`config.mk`:
```
export PLATFORM = sky130hd
export DESIGN_NAME = output_script_template_classifier_core
export DESIGN_NICKNAME = d
export VERILOG_FILES = /design/src/rtl/osc_pkg.sv /design/src/rtl/output_script_template_classifier_core.sv
export SDC_FILE = /design/constraint.sdc
export NUM_CORES = 1
export LEC_CHECK = 0
export BUFFER_PORTS_ARGS = -buffer_cell sky130_fd_sc_hd__buf_4
export CAP_MARGIN = 0
export CORE_MARGIN = 1.5
export CORE_UTILIZATION = 30
export CTS_BUF_LIST = sky130_fd_sc_hd__clkbuf_4
export CTS_CLUSTER_DIAMETER = 30
export DETAILED_ROUTE_END_ITERATION = 10
export GPL_ROUTABILITY_DRIVEN = 1
export HOLD_SLACK_MARGIN = 0.1
export SKIP_LAST_GASP = 1
export SLEW_MARGIN = 20
export SYNTH_ARGS = -nofsm -noshare
export SYNTH_HDL_FRONTEND = slang
export SYNTH_SLANG_ARGS = --single-unit
```
`constraint.sdc`:
```
create_clock -name clk -period 4.25 [get_ports clk]
set_input_delay 0.425 -clock clk [delete_from_list [all_inputs] [get_ports clk]]
set_output_delay 0.425 -clock clk [all_outputs]
set_load 0.01 [all_outputs]
```
`src/rtl/osc_pkg.sv`:
```
`timescale 1ns / 1ps
`default_nettype none
// ----------------------------------------------------------------------------
// osc_pkg: output script template classifier definitions
// Opcodes, template geometry, class codes and dust thresholds.
// ----------------------------------------------------------------------------
package osc_pkg;

  localparam int NumStrict = 7;
  localparam int NumLoose  = 5;

  localparam logic [6:0] POS_MAX    = 7'd127;
  localparam logic [6:0] STRICT_ALL = 7'h7f;
  localparam logic [4:0] LOOSE_ALL  = 5'h1f;

  // Template indexes (class code is index + 1)
  localparam logic [2:0] TPL_KEYHASH    = 3'd0;
  localparam logic [2:0] TPL_SCRIPTHASH = 3'd1;
  localparam logic [2:0] TPL_WKEYHASH   = 3'd2;
  localparam logic [2:0] TPL_WSCRIPT    = 3'd3;
  localparam logic [2:0] TPL_TAPROOT    = 3'd4;
  localparam logic [2:0] TPL_KEY33      = 3'd5;
  localparam logic [2:0] TPL_KEY65      = 3'd6;

  localparam logic [2:0] CLS_NONE = 3'd0;

  // Opcodes and push lengths
  localparam logic [7:0] OPC_0           = 8'h00;
  localparam logic [7:0] OPC_1           = 8'h51;
  localparam logic [7:0] OPC_DUP         = 8'h76;
  localparam logic [7:0] OPC_EQUAL       = 8'h87;
  localparam logic [7:0] OPC_EQUALVERIFY = 8'h88;
  localparam logic [7:0] OPC_HASH160     = 8'ha9;
  localparam logic [7:0] OPC_CHECKSIG    = 8'hac;
  localparam logic [7:0] PUSH_20         = 8'd20;
  localparam logic [7:0] PUSH_32         = 8'd32;
  localparam logic [7:0] PUSH_33         = 8'd33;
  localparam logic [7:0] PUSH_65         = 8'd65;
  localparam logic [7:0] KEY_EVEN        = 8'h02;
  localparam logic [7:0] KEY_ODD         = 8'h03;
  localparam logic [7:0] KEY_FULL        = 8'h04;

  // Template geometry: total length and payload span
  localparam logic [6:0] TMPL_LEN  [NumStrict] = '{7'd25, 7'd23, 7'd22, 7'd34,
                                                  7'd34, 7'd35, 7'd67};
  localparam logic [6:0] PAY_FIRST [NumStrict] = '{7'd3, 7'd2, 7'd2, 7'd2,
                                                  7'd2, 7'd1, 7'd1};
  localparam logic [6:0] PAY_LAST  [NumStrict] = '{7'd22, 7'd21, 7'd21, 7'd33,
                                                  7'd33, 7'd33, 7'd65};

  // Dust thresholds in satoshi
  localparam logic [9:0] DUST_DEFAULT = 10'd546;
  localparam logic [9:0] DUST_OF [NumLoose] = '{10'd546, 10'd540, 10'd294,
                                                10'd330, 10'd330};

endpackage
`default_nettype wire

```
`src/rtl/output_script_template_classifier_core.sv`:
```
`timescale 1ns / 1ps
`default_nettype none
// ----------------------------------------------------------------------------
// output_script_template_classifier_core: standard output script classifier
// Streams a script byte by byte, echoes each byte with a payload flag and
// gives template class and dust threshold on the last byte.
// ----------------------------------------------------------------------------
// Each accepted byte gives its result beat in the next cycle.
// Throughput: 1 byte per cycle; the single result register is refilled in
//   the cycle it is drained, so input stalls only while the output stalls.
// Reset: position clears to 0, all match flags set, result register empty.
// ----------------------------------------------------------------------------
module output_script_template_classifier_core (
  input  wire logic       clk,
  input  wire logic       rst,
  // script byte channel
  input  wire logic       script_valid,
  output logic            script_stall,
  input  wire logic [7:0] script_byte,
  input  wire logic       last_byte,
  // result channel
  output logic            result_valid,
  input  wire logic       result_stall,
  output logic [7:0]      byte_echo,
  output logic            in_payload,
  output logic            end_of_script,
  output logic [2:0]      script_class,
  output logic [9:0]      dust_limit
);

  // Leading-byte check shared by strict and loose matching
  function automatic logic prefix_ok(input logic [2:0] t, input logic [6:0] p,
                                     input logic [7:0] b);
    logic ok;
    ok = 1'b0;
    unique case (t)
      osc_pkg::TPL_KEYHASH: begin
        if (p == 7'd0) ok = (b == osc_pkg::OPC_DUP);
        else if (p == 7'd1) ok = (b == osc_pkg::OPC_HASH160);
        else if (p == 7'd2) ok = (b == osc_pkg::PUSH_20);
        else ok = 1'b1;
      end
      osc_pkg::TPL_SCRIPTHASH: begin
        if (p == 7'd0) ok = (b == osc_pkg::OPC_HASH160);
        else if (p == 7'd1) ok = (b == osc_pkg::PUSH_20);
        else ok = 1'b1;
      end
      osc_pkg::TPL_WKEYHASH: begin
        if (p == 7'd0) ok = (b == osc_pkg::OPC_0);
        else if (p == 7'd1) ok = (b == osc_pkg::PUSH_20);
        else ok = 1'b1;
      end
      osc_pkg::TPL_WSCRIPT: begin
        if (p == 7'd0) ok = (b == osc_pkg::OPC_0);
        else if (p == 7'd1) ok = (b == osc_pkg::PUSH_32);
        else ok = 1'b1;
      end
      osc_pkg::TPL_TAPROOT: begin
        if (p == 7'd0) ok = (b == osc_pkg::OPC_1);
        else if (p == 7'd1) ok = (b == osc_pkg::PUSH_32);
        else ok = 1'b1;
      end
      default: ok = 1'b0;
    endcase
    return ok;
  endfunction

  // Full check at one position, including trailing opcodes and bare keys
  function automatic logic strict_ok(input logic [2:0] t, input logic [6:0] p,
                                     input logic [7:0] b);
    logic ok;
    ok = prefix_ok(t, p, b);
    unique case (t)
      osc_pkg::TPL_KEYHASH: begin
        if (p == 7'd23) ok = (b == osc_pkg::OPC_EQUALVERIFY);
        else if (p == 7'd24) ok = (b == osc_pkg::OPC_CHECKSIG);
      end
      osc_pkg::TPL_SCRIPTHASH: begin
        if (p == 7'd22) ok = (b == osc_pkg::OPC_EQUAL);
      end
      osc_pkg::TPL_KEY33: begin
        if (p == 7'd0) ok = (b == osc_pkg::PUSH_33);
        else if (p == 7'd1) ok = (b == osc_pkg::KEY_EVEN) || (b == osc_pkg::KEY_ODD);
        else if (p == 7'd34) ok = (b == osc_pkg::OPC_CHECKSIG);
        else ok = 1'b1;
      end
      osc_pkg::TPL_KEY65: begin
        if (p == 7'd0) ok = (b == osc_pkg::PUSH_65);
        else if (p == 7'd1) ok = (b == osc_pkg::KEY_FULL);
        else if (p == 7'd66) ok = (b == osc_pkg::OPC_CHECKSIG);
        else ok = 1'b1;
      end
      default: ;
    endcase
    return ok;
  endfunction

  // Script tracking state
  logic [6:0] byte_position;
  logic [6:0] strict_match_flags;
  logic [4:0] loose_match_flags;

  logic       accept;
  logic [6:0] strict_next;
  logic [4:0] loose_next;
  logic       payload_next;
  logic [2:0] class_next;
  logic [9:0] dust_next;
  logic [7:0] length_now;

  // Take a byte whenever the result register is empty or draining
  assign script_stall = result_valid && result_stall;
  assign accept       = script_valid && !script_stall;
  assign length_now   = {1'b0, byte_position} + 8'd1;

  // Match update, payload flag and end-of-script classification
  always_comb begin
    strict_next  = strict_match_flags;
    loose_next   = loose_match_flags;
    payload_next = 1'b0;
    class_next   = osc_pkg::CLS_NONE;
    dust_next    = '0;
    for (int t = 0; t < osc_pkg::NumStrict; t++) begin
      if (byte_position >= osc_pkg::TMPL_LEN[t] ||
          !strict_ok(3'(t), byte_position, script_byte)) begin
        strict_next[t] = 1'b0;
      end
      if (strict_next[t] && byte_position >= osc_pkg::PAY_FIRST[t] &&
          byte_position <= osc_pkg::PAY_LAST[t]) begin
        payload_next = 1'b1;
      end
    end
    for (int t = 0; t < osc_pkg::NumLoose; t++) begin
      if (byte_position >= osc_pkg::TMPL_LEN[t] ||
          !prefix_ok(3'(t), byte_position, script_byte)) begin
        loose_next[t] = 1'b0;
      end
    end
    if (last_byte) begin
      dust_next = osc_pkg::DUST_DEFAULT;
      for (int t = osc_pkg::NumStrict - 1; t >= 0; t--) begin
        if (strict_next[t] && length_now == {1'b0, osc_pkg::TMPL_LEN[t]}) begin
          class_next = 3'(t + 1);
        end
      end
      for (int t = osc_pkg::NumLoose - 1; t >= 0; t--) begin
        if (loose_next[t] && length_now == {1'b0, osc_pkg::TMPL_LEN[t]}) begin
          dust_next = osc_pkg::DUST_OF[t];
        end
      end
    end
  end

  // Advance state on each accepted beat; restart after the last byte
  always_ff @(posedge clk) begin
    if (rst) begin
      byte_position      <= '0;
      strict_match_flags <= osc_pkg::STRICT_ALL;
      loose_match_flags  <= osc_pkg::LOOSE_ALL;
    end else if (accept) begin
      if (last_byte) begin
        byte_position      <= '0;
        strict_match_flags <= osc_pkg::STRICT_ALL;
        loose_match_flags  <= osc_pkg::LOOSE_ALL;
      end else begin
        if (byte_position != osc_pkg::POS_MAX) begin
          byte_position <= byte_position + 7'd1;
        end
        strict_match_flags <= strict_next;
        loose_match_flags  <= loose_next;
      end
    end
  end

  // Result register valid
  always_ff @(posedge clk) begin
    if (rst) begin
      result_valid <= 1'b0;
    end else if (accept) begin
      result_valid <= 1'b1;
    end else if (!result_stall) begin
      result_valid <= 1'b0;
    end
  end

  // Result register payload
  always_ff @(posedge clk) begin
    if (accept) begin
      byte_echo     <= script_byte;
      in_payload    <= payload_next;
      end_of_script <= last_byte;
      script_class  <= class_next;
      dust_limit    <= dust_next;
    end
  end

  // Class and dust stay zero away from the end of a script
  assert property (@(posedge clk) disable iff (rst)
    result_valid && !end_of_script |-> script_class == osc_pkg::CLS_NONE &&
                                       dust_limit == '0)
    else $error("class or dust set on a non-final beat");

  // Last byte restarts the tracker
  assert property (@(posedge clk) disable iff (rst)
    accept && last_byte |=> byte_position == '0 &&
                            strict_match_flags == osc_pkg::STRICT_ALL &&
                            loose_match_flags == osc_pkg::LOOSE_ALL)
    else $error("tracker not restarted after last byte");

  // Position counts up by one per inner byte until saturation
  assert property (@(posedge clk) disable iff (rst)
    accept && !last_byte && byte_position != osc_pkg::POS_MAX |=>
      byte_position == $past(byte_position) + 7'd1)
    else $error("byte position did not advance");

  // A strict match among the first five templates implies the loose match
  assert property (@(posedge clk) disable iff (rst)
    (strict_match_flags[4:0] & ~loose_match_flags) == 5'd0)
    else $error("strict match without loose match");

  // A filled result that is stalled stays valid and blocks the input
  assert property (@(posedge clk) disable iff (rst)
    result_valid && result_stall |=> result_valid)
    else $error("stalled result dropped");

endmodule
`default_nettype wire
```
# --- After elaboration in Yosys (flattened, before gate mapping) ---
# Cells that the tools add are included.
word_totals:
  register_bits: 43
  in_bits: 13
  out_inout_bits: 25
  word_cells: 167
op_classes:
  add_sub_neg: 2
  order_cmp: 13
  eq_ne: 28
  n_mux: 49
  bitwise_logic: 1
  n_reduce_logical: 59
ops:
  columns: ["op", "count"]
  rows:
  - ["$mux 10", 5]
  - ["$mux 1", 34]
  - ["$eq 8x5->1 const B", 4]
  - ["$eq 8x6->1 const B", 4]
  - ["$eq 8x7->1 const B", 4]
  - ["$eq 8x8->1 const B", 4]
  - ["$logic_and 1x1->1", 28]
  - ["$eq 7x5->1 const B", 3]
  - ["$ge 7x5->1 const B", 3]
  - ["$mux 7", 3]
  - ["$eq 8x2->1 const B", 2]
  - ["$ge 7x2->1 const B", 2]
  - ["$ge 7x6->1 const B", 2]
  - ["$le 7x5->1 const B", 2]
  - ["$mux 3", 4]
  - ["$logic_not 1->1", 10]
  - ["$logic_or 1x1->1", 10]
  - ["$add 7x1->8 const B", 1]
  - ["$eq 8x3->1 const B", 1]
  - ["$logic_not 8->1", 1]
  - ["$reduce_or 4->1", 2]
  - ["$add 7x1->7 const B", 1]
  - ["$eq 7x1->1 const B", 1]
  - ["$eq 7x2->1 const B", 1]
  - ["18 further kinds", 20]

# --- Depth between registers and ports, before layout ---
depth:
  depth_word: 15
  depth_mapped: 11
  ltp_nobuf: 8

# --- Worst setup path before layout ---
# No wires, ideal clock.
synth_timing:
  path_type: "flip-flop to flip-flop"
  startpoint: "register byte_position[1]"
  endpoint: "register script_class[2], data pin"
  setup_ns: 0.261
  arrival_ns: 2.516
  required_time_ns: 3.989
  slack_ns: 1.474
  path_stages_with_launch: 11
  path_buffers: 2
  synth_period_minus_slack_ns: 2.776
  path_cell_list: "dfxtp_1 -> clkbuf_1 -> clkbuf_1 -> inv_1 -> ha_1 -> or3b_2 -> nor3_1 -> a221oi_1 -> nand3_2 -> or4_4 -> o311a_1"
synth_between:
  elab_chain_len: 12
  word_cells_on_any_way: 72
  classes_between: "1 x add/sub; 6 x order compare; 13 x eq/ne; 29 x mux; 23 x reduce/logical"
synth_lines:
  columns: ["element", "line", "text"]
  rows:
  - ["start: declaration", "output_script_template_classifier_core.sv:99", "logic [6:0] byte_position;"]
  - ["start signal: assignment", "output_script_template_classifier_core.sv:167", "byte_position <= byte_position + 7'd1;"]
  - ["parallel branches: the longest is 12 deep, another holds $add 7x1->8", null, null]
  - ["end signal: assignment", "output_script_template_classifier_core.sv:192", "script_class <= class_next;"]
  - ["end: declaration", "output_script_template_classifier_core.sv:27", "output logic [2:0] script_class,"]
# Several ways; the timed one is not identified.
# A chain may end at the register's enable or synchronous reset.

# --- Worst setup path after layout ---
layout_timing:
  startpoint: "register byte_position[1]"
  endpoint: "register dust_limit[6], data pin"
layout_between:
  elab_chain_len: 9
  word_cells_on_any_way: 44
  classes_between: "1 x add/sub; 4 x order compare; 6 x eq/ne; 16 x mux; 17 x reduce/logical"
layout_lines:
  columns: ["element", "line", "text"]
  rows:
  - ["parallel branches: the longest is 9 deep, another holds $add 7x1->8", null, null]
  - ["end signal: assignment", "output_script_template_classifier_core.sv:193", "dust_limit <= dust_next;"]
  - ["end: declaration", "output_script_template_classifier_core.sv:28", "output logic [9:0] dust_limit"]
# Several ways; the timed one is not identified.

==> impl_metrics.env <==
export IMPL_worst_pin_slew_ns=0.892
export IMPL_report_final_setup_viol=0
export IMPL_crit_slowest_cell="sky130_fd_sc_hd__dfxtp_1"
export IMPL_postSynthAreaPerCell_sq_um=8.84
export IMPL_num_rows=33
export IMPL_totalWireLength_um=6540
export IMPL_crit_path_end="dust_limit[6]$_SDFFCE_PP0P_"
export IMPL_synth_seq_cells=40
export IMPL_arrival_ns=3.25
export IMPL_ir_worst_vdd_v=0.0000980
export IMPL_worst_path_buf_inv=0
export IMPL_port_buffers=35
export IMPL_final_critical_path_time_including_i_o_delays_and_setup_ns=3.12
export IMPL_detail_route_wl_per_cell_um=15.7
export IMPL_postCtsHoldBufs=0
export IMPL_worst_path_most_repeated_cell="sky130_fd_sc_hd__and2_1"
export IMPL_critical_path_top_delay_family="simple AND/OR/NAND/NOR gates"
export IMPL_finish_net_count=327
export IMPL_cell_count_post_placement=408
export IMPL_finalHoldViolations=0
export IMPL_worst_skew_pair_late_latency_ns=0.36
export IMPL_yosysSeqAreaShare_pct=39.3
export IMPL_min_delay_path_class="primary input to flip-flop"
export IMPL_number_of_routed_nets_with_antenna_violations=0
export IMPL_antenna_cells_inserted=0
export IMPL_post_synth_instance_area_sq_um=2570
export IMPL_cts_root_buf="sky130_fd_sc_hd__clkbuf_4"
export IMPL_final_common_cell="sky130_fd_sc_hd__buf_4"
export IMPL_synth_cells=291
export IMPL_route_detailed_vias_per_inst=5.59
export IMPL_cts_buffers=5
export IMPL_yosys_warnings=0
export IMPL_timing_max_transition_violations_final=0
export IMPL_grt_use_total_pct=14.5
export IMPL_tritoncts="built"
export IMPL_cts_clk_slew_worst_paths_ns=0.14
export IMPL_ffs_w_async_s_r_synth_pct=0
export IMPL_h_tree_depth=2
export IMPL_start_util_pct=31.1
export IMPL_floorplan_io_pins=38
export IMPL_crit_path_start="byte_position[1]$_SDFFE_PP0P_"
export IMPL_worstReg2RegEnd="dust_limit[6]$_SDFFCE_PP0P_"
export IMPL_detail_route_iter0_violations=249
export IMPL_setup_worst_path_class="flip-flop to flip-flop"
export IMPL_post_dp_hpwl_um=4830
export IMPL_timing_slew_headroom_pct=40.5
export IMPL_worst_setup_slack_for_register_to_register_paths_ns=1.13
export IMPL_unrepaired_setup_endpoints_after_global_routing="false"
export IMPL_totalNegativeSetupSlack_ns=0
export IMPL_synth_distinct_cells=69
export IMPL_cp_depth=7
export IMPL_routed_via_count=2327
export IMPL_power_density_nw_per_um2=278
export IMPL_global_route_wire_length_before_repair_um=10100
export IMPL_layout_drive_gt1_share_pct=19.3
export IMPL_worstPathCellList="ha_1, and3_1, xnor2_1, a2111oi_2, nand4_1, and2_1, and2_1"
export IMPL_critical_path_reg2reg_startpoint="byte_position[1]$_SDFFE_PP0P_"
export IMPL_layout_cells_non_filler=416
export IMPL_number_of_synthesized_flops_with_an_enable_pin=21
export IMPL_rr_worst_depth=7
export IMPL_worst_path_largest_cell_delay_ns=0.70
export IMPL_finalClockSkew_ns=0.0183
export IMPL_cp_max_fo=19
export IMPL_result_of_the_run="completed"
export IMPL_via_count_of_the_first_global_routing_pass=2000
export IMPL_post_route_period_util_pct=73.5
export IMPL_drc_errors=0
export IMPL_required_ns=4.37
export IMPL_post_cts_setup_buffer_count=0
export IMPL_cts_resized=0
export IMPL_number_of_sinks_driven_by_the_clock_tree=40
export IMPL_maxClockFrequency_mhz=320
export IMPL_globalRouteOverflowTotal=0
export IMPL_chipWidth_um=95.6
export IMPL_power_leakage_nw=1.10
export IMPL_overall_die_height_um=95.6
export IMPL_core_area_sq_um=8260
export IMPL_floorplan_die_area_sq_um=9140
export IMPL_grt_max_degree=27
export IMPL_end_kind="flip-flop"
export IMPL_gp_routability_congestion=0.883
export IMPL_max_cap_check_violation_count=0
export IMPL_area_growth_syn_to_layout_pct=15.0
export IMPL_postSynth_topFlopCell="sky130_fd_sc_hd__edfxtp_1"
export IMPL_cp_start_kind="flip-flop"
export IMPL_finish_utilization_pct=35.8
export IMPL_cts_path_max_buffers=2
export IMPL_mostFrequentLayoutCells="sky130_fd_sc_hd__buf_4 (36), sky130_fd_sc_hd__o21ai_0 (25), sky130_fd_sc_hd__a21oi_1 (22), sky130_fd_sc_hd__nor2_1 (22), sky130_fd_sc_hd__edfxtp_1 (21)"
export IMPL_drt_pass1_iterations=6
export IMPL_antenna_found_initial=0
-- layout make-up --
class / count / area [sq um]
Clock inverter: 3 / 46.3
Sequential cell: 40 / 1010
Clock buffer: 5 / 37.5
Tap cell: 105 / 131
Fill cell: 872 / 5300
Timing Repair Buffer: 36 / 270
Inverter: 13 / 48.8
Multi-Input combinational cell: 214 / 1410
-- worst register-to-register path, delay by kind of cell (launching register included) --
family | cells | cell delay (ns)
and+or+nand+nor | 4 | 1.02
DFF | 1 | 0.70
adders and majority gates | 1 | 0.52
AOI/OAI and AO/OA | 1 | 0.52
xor gates and xnor gates | 1 | 0.12
-- metal layers --
layer  GRT usage (%)  up-vias  routed length, um
met2            22.8      107               2910
met5               0        -                  0
met1            19.3     1069               2910
met4            4.66        0                127
li1                -     1137                  -
met3            3.43       14                590
-- logic make-up (layout without fill, tap and decap cells) --
kind of cell             count (synthesis)  in the layout  synth area share [%]
XOR/XNOR                                 1              1                 0.341
adder cells (fa/ha/maj)                  4              4                  1.95
flip-flops                              40             40                  39.3
multiplexers                             1              1                 0.438
AND/OR/NAND/NOR                        112            112                  26.6
AO/OA/AOI/OAI                           94             94                  25.3
other                                    1              2                 0.146
buffers and inverters                   38             57                  5.94
-- worst min-delay path by stage --
stage                                            from                           endpoint  slack (ns)  cells after the start
floorplan           loose_match_flags[1]$_SDFFE_PP1P_  loose_match_flags[1]$_SDFFE_PP1P_        0.44                      2
global placement    loose_match_flags[1]$_SDFFE_PP1P_  loose_match_flags[1]$_SDFFE_PP1P_        0.46                      2
detailed placement  loose_match_flags[3]$_SDFFE_PP1P_  loose_match_flags[3]$_SDFFE_PP1P_        0.46                      2
CTS                                      script_valid          result_valid$_SDFFE_PP0P_        0.27                      3
global route                             script_valid          result_valid$_SDFFE_PP0P_        0.27                      3
finish                                   script_valid          result_valid$_SDFFE_PP0P_        0.28                      3
-- synthesized netlist by cell type, types with 4 or more instances --
cell	number	area share (%)
sky130_fd_sc_hd__nand3b_1	5	1.5
sky130_fd_sc_hd__a21oi_1	22	4.3
sky130_fd_sc_hd__dfxtp_1	19	15
sky130_fd_sc_hd__inv_1	13	1.9
sky130_fd_sc_hd__ha_1	4	1.9
sky130_fd_sc_hd__nand3_1	7	1.4
sky130_fd_sc_hd__or4_1	4	1.2
sky130_fd_sc_hd__nand4_1	8	1.9
sky130_fd_sc_hd__nand2b_1	4	0.97
sky130_fd_sc_hd__and2_1	4	0.97
sky130_fd_sc_hd__o211ai_1	7	2.0
sky130_fd_sc_hd__a21o_1	4	1.2
sky130_fd_sc_hd__clkbuf_1	21	3.1
sky130_fd_sc_hd__nor2_1	22	3.2
sky130_fd_sc_hd__nand2_1	15	2.2
sky130_fd_sc_hd__edfxtp_1	21	25
sky130_fd_sc_hd__nor4_1	7	1.7
sky130_fd_sc_hd__o21ai_0	25	4.9
-- state kept, by name (all words and copies together) (netlist names) --
name / cells
dust_limit: 8
script_class: 3
strict_match_flags: 7
in_payload: 1
byte_position: 7
byte_echo: 8
end_of_script: 1
loose_match_flags: 4
result_valid: 1
-- power by group --
group / switching [W] / internal (W) / leakage [nW]
sequential: 0.0000112 / 0.000428 / 0.363
clock: 0.000137 / 0.000126 / 0.0418
combinational: 0.0000697 / 0.0000501 / 0.693
-- metrics by stage --
stage	cell area (sq um)	power [W]	hold slack (ns)	worst slack (ns)
floorplan	2570	0.000517	0.440	1.47
global placement	2870	0.000567	0.459	1.30
detailed placement	2870	0.000567	0.459	1.18
CTS	2960	0.000831	0.272	1.16
global route	2960	0.000864	0.274	0.885
finish	2960	0.000822	0.285	1.13
(Power assumes the default switching activity.)
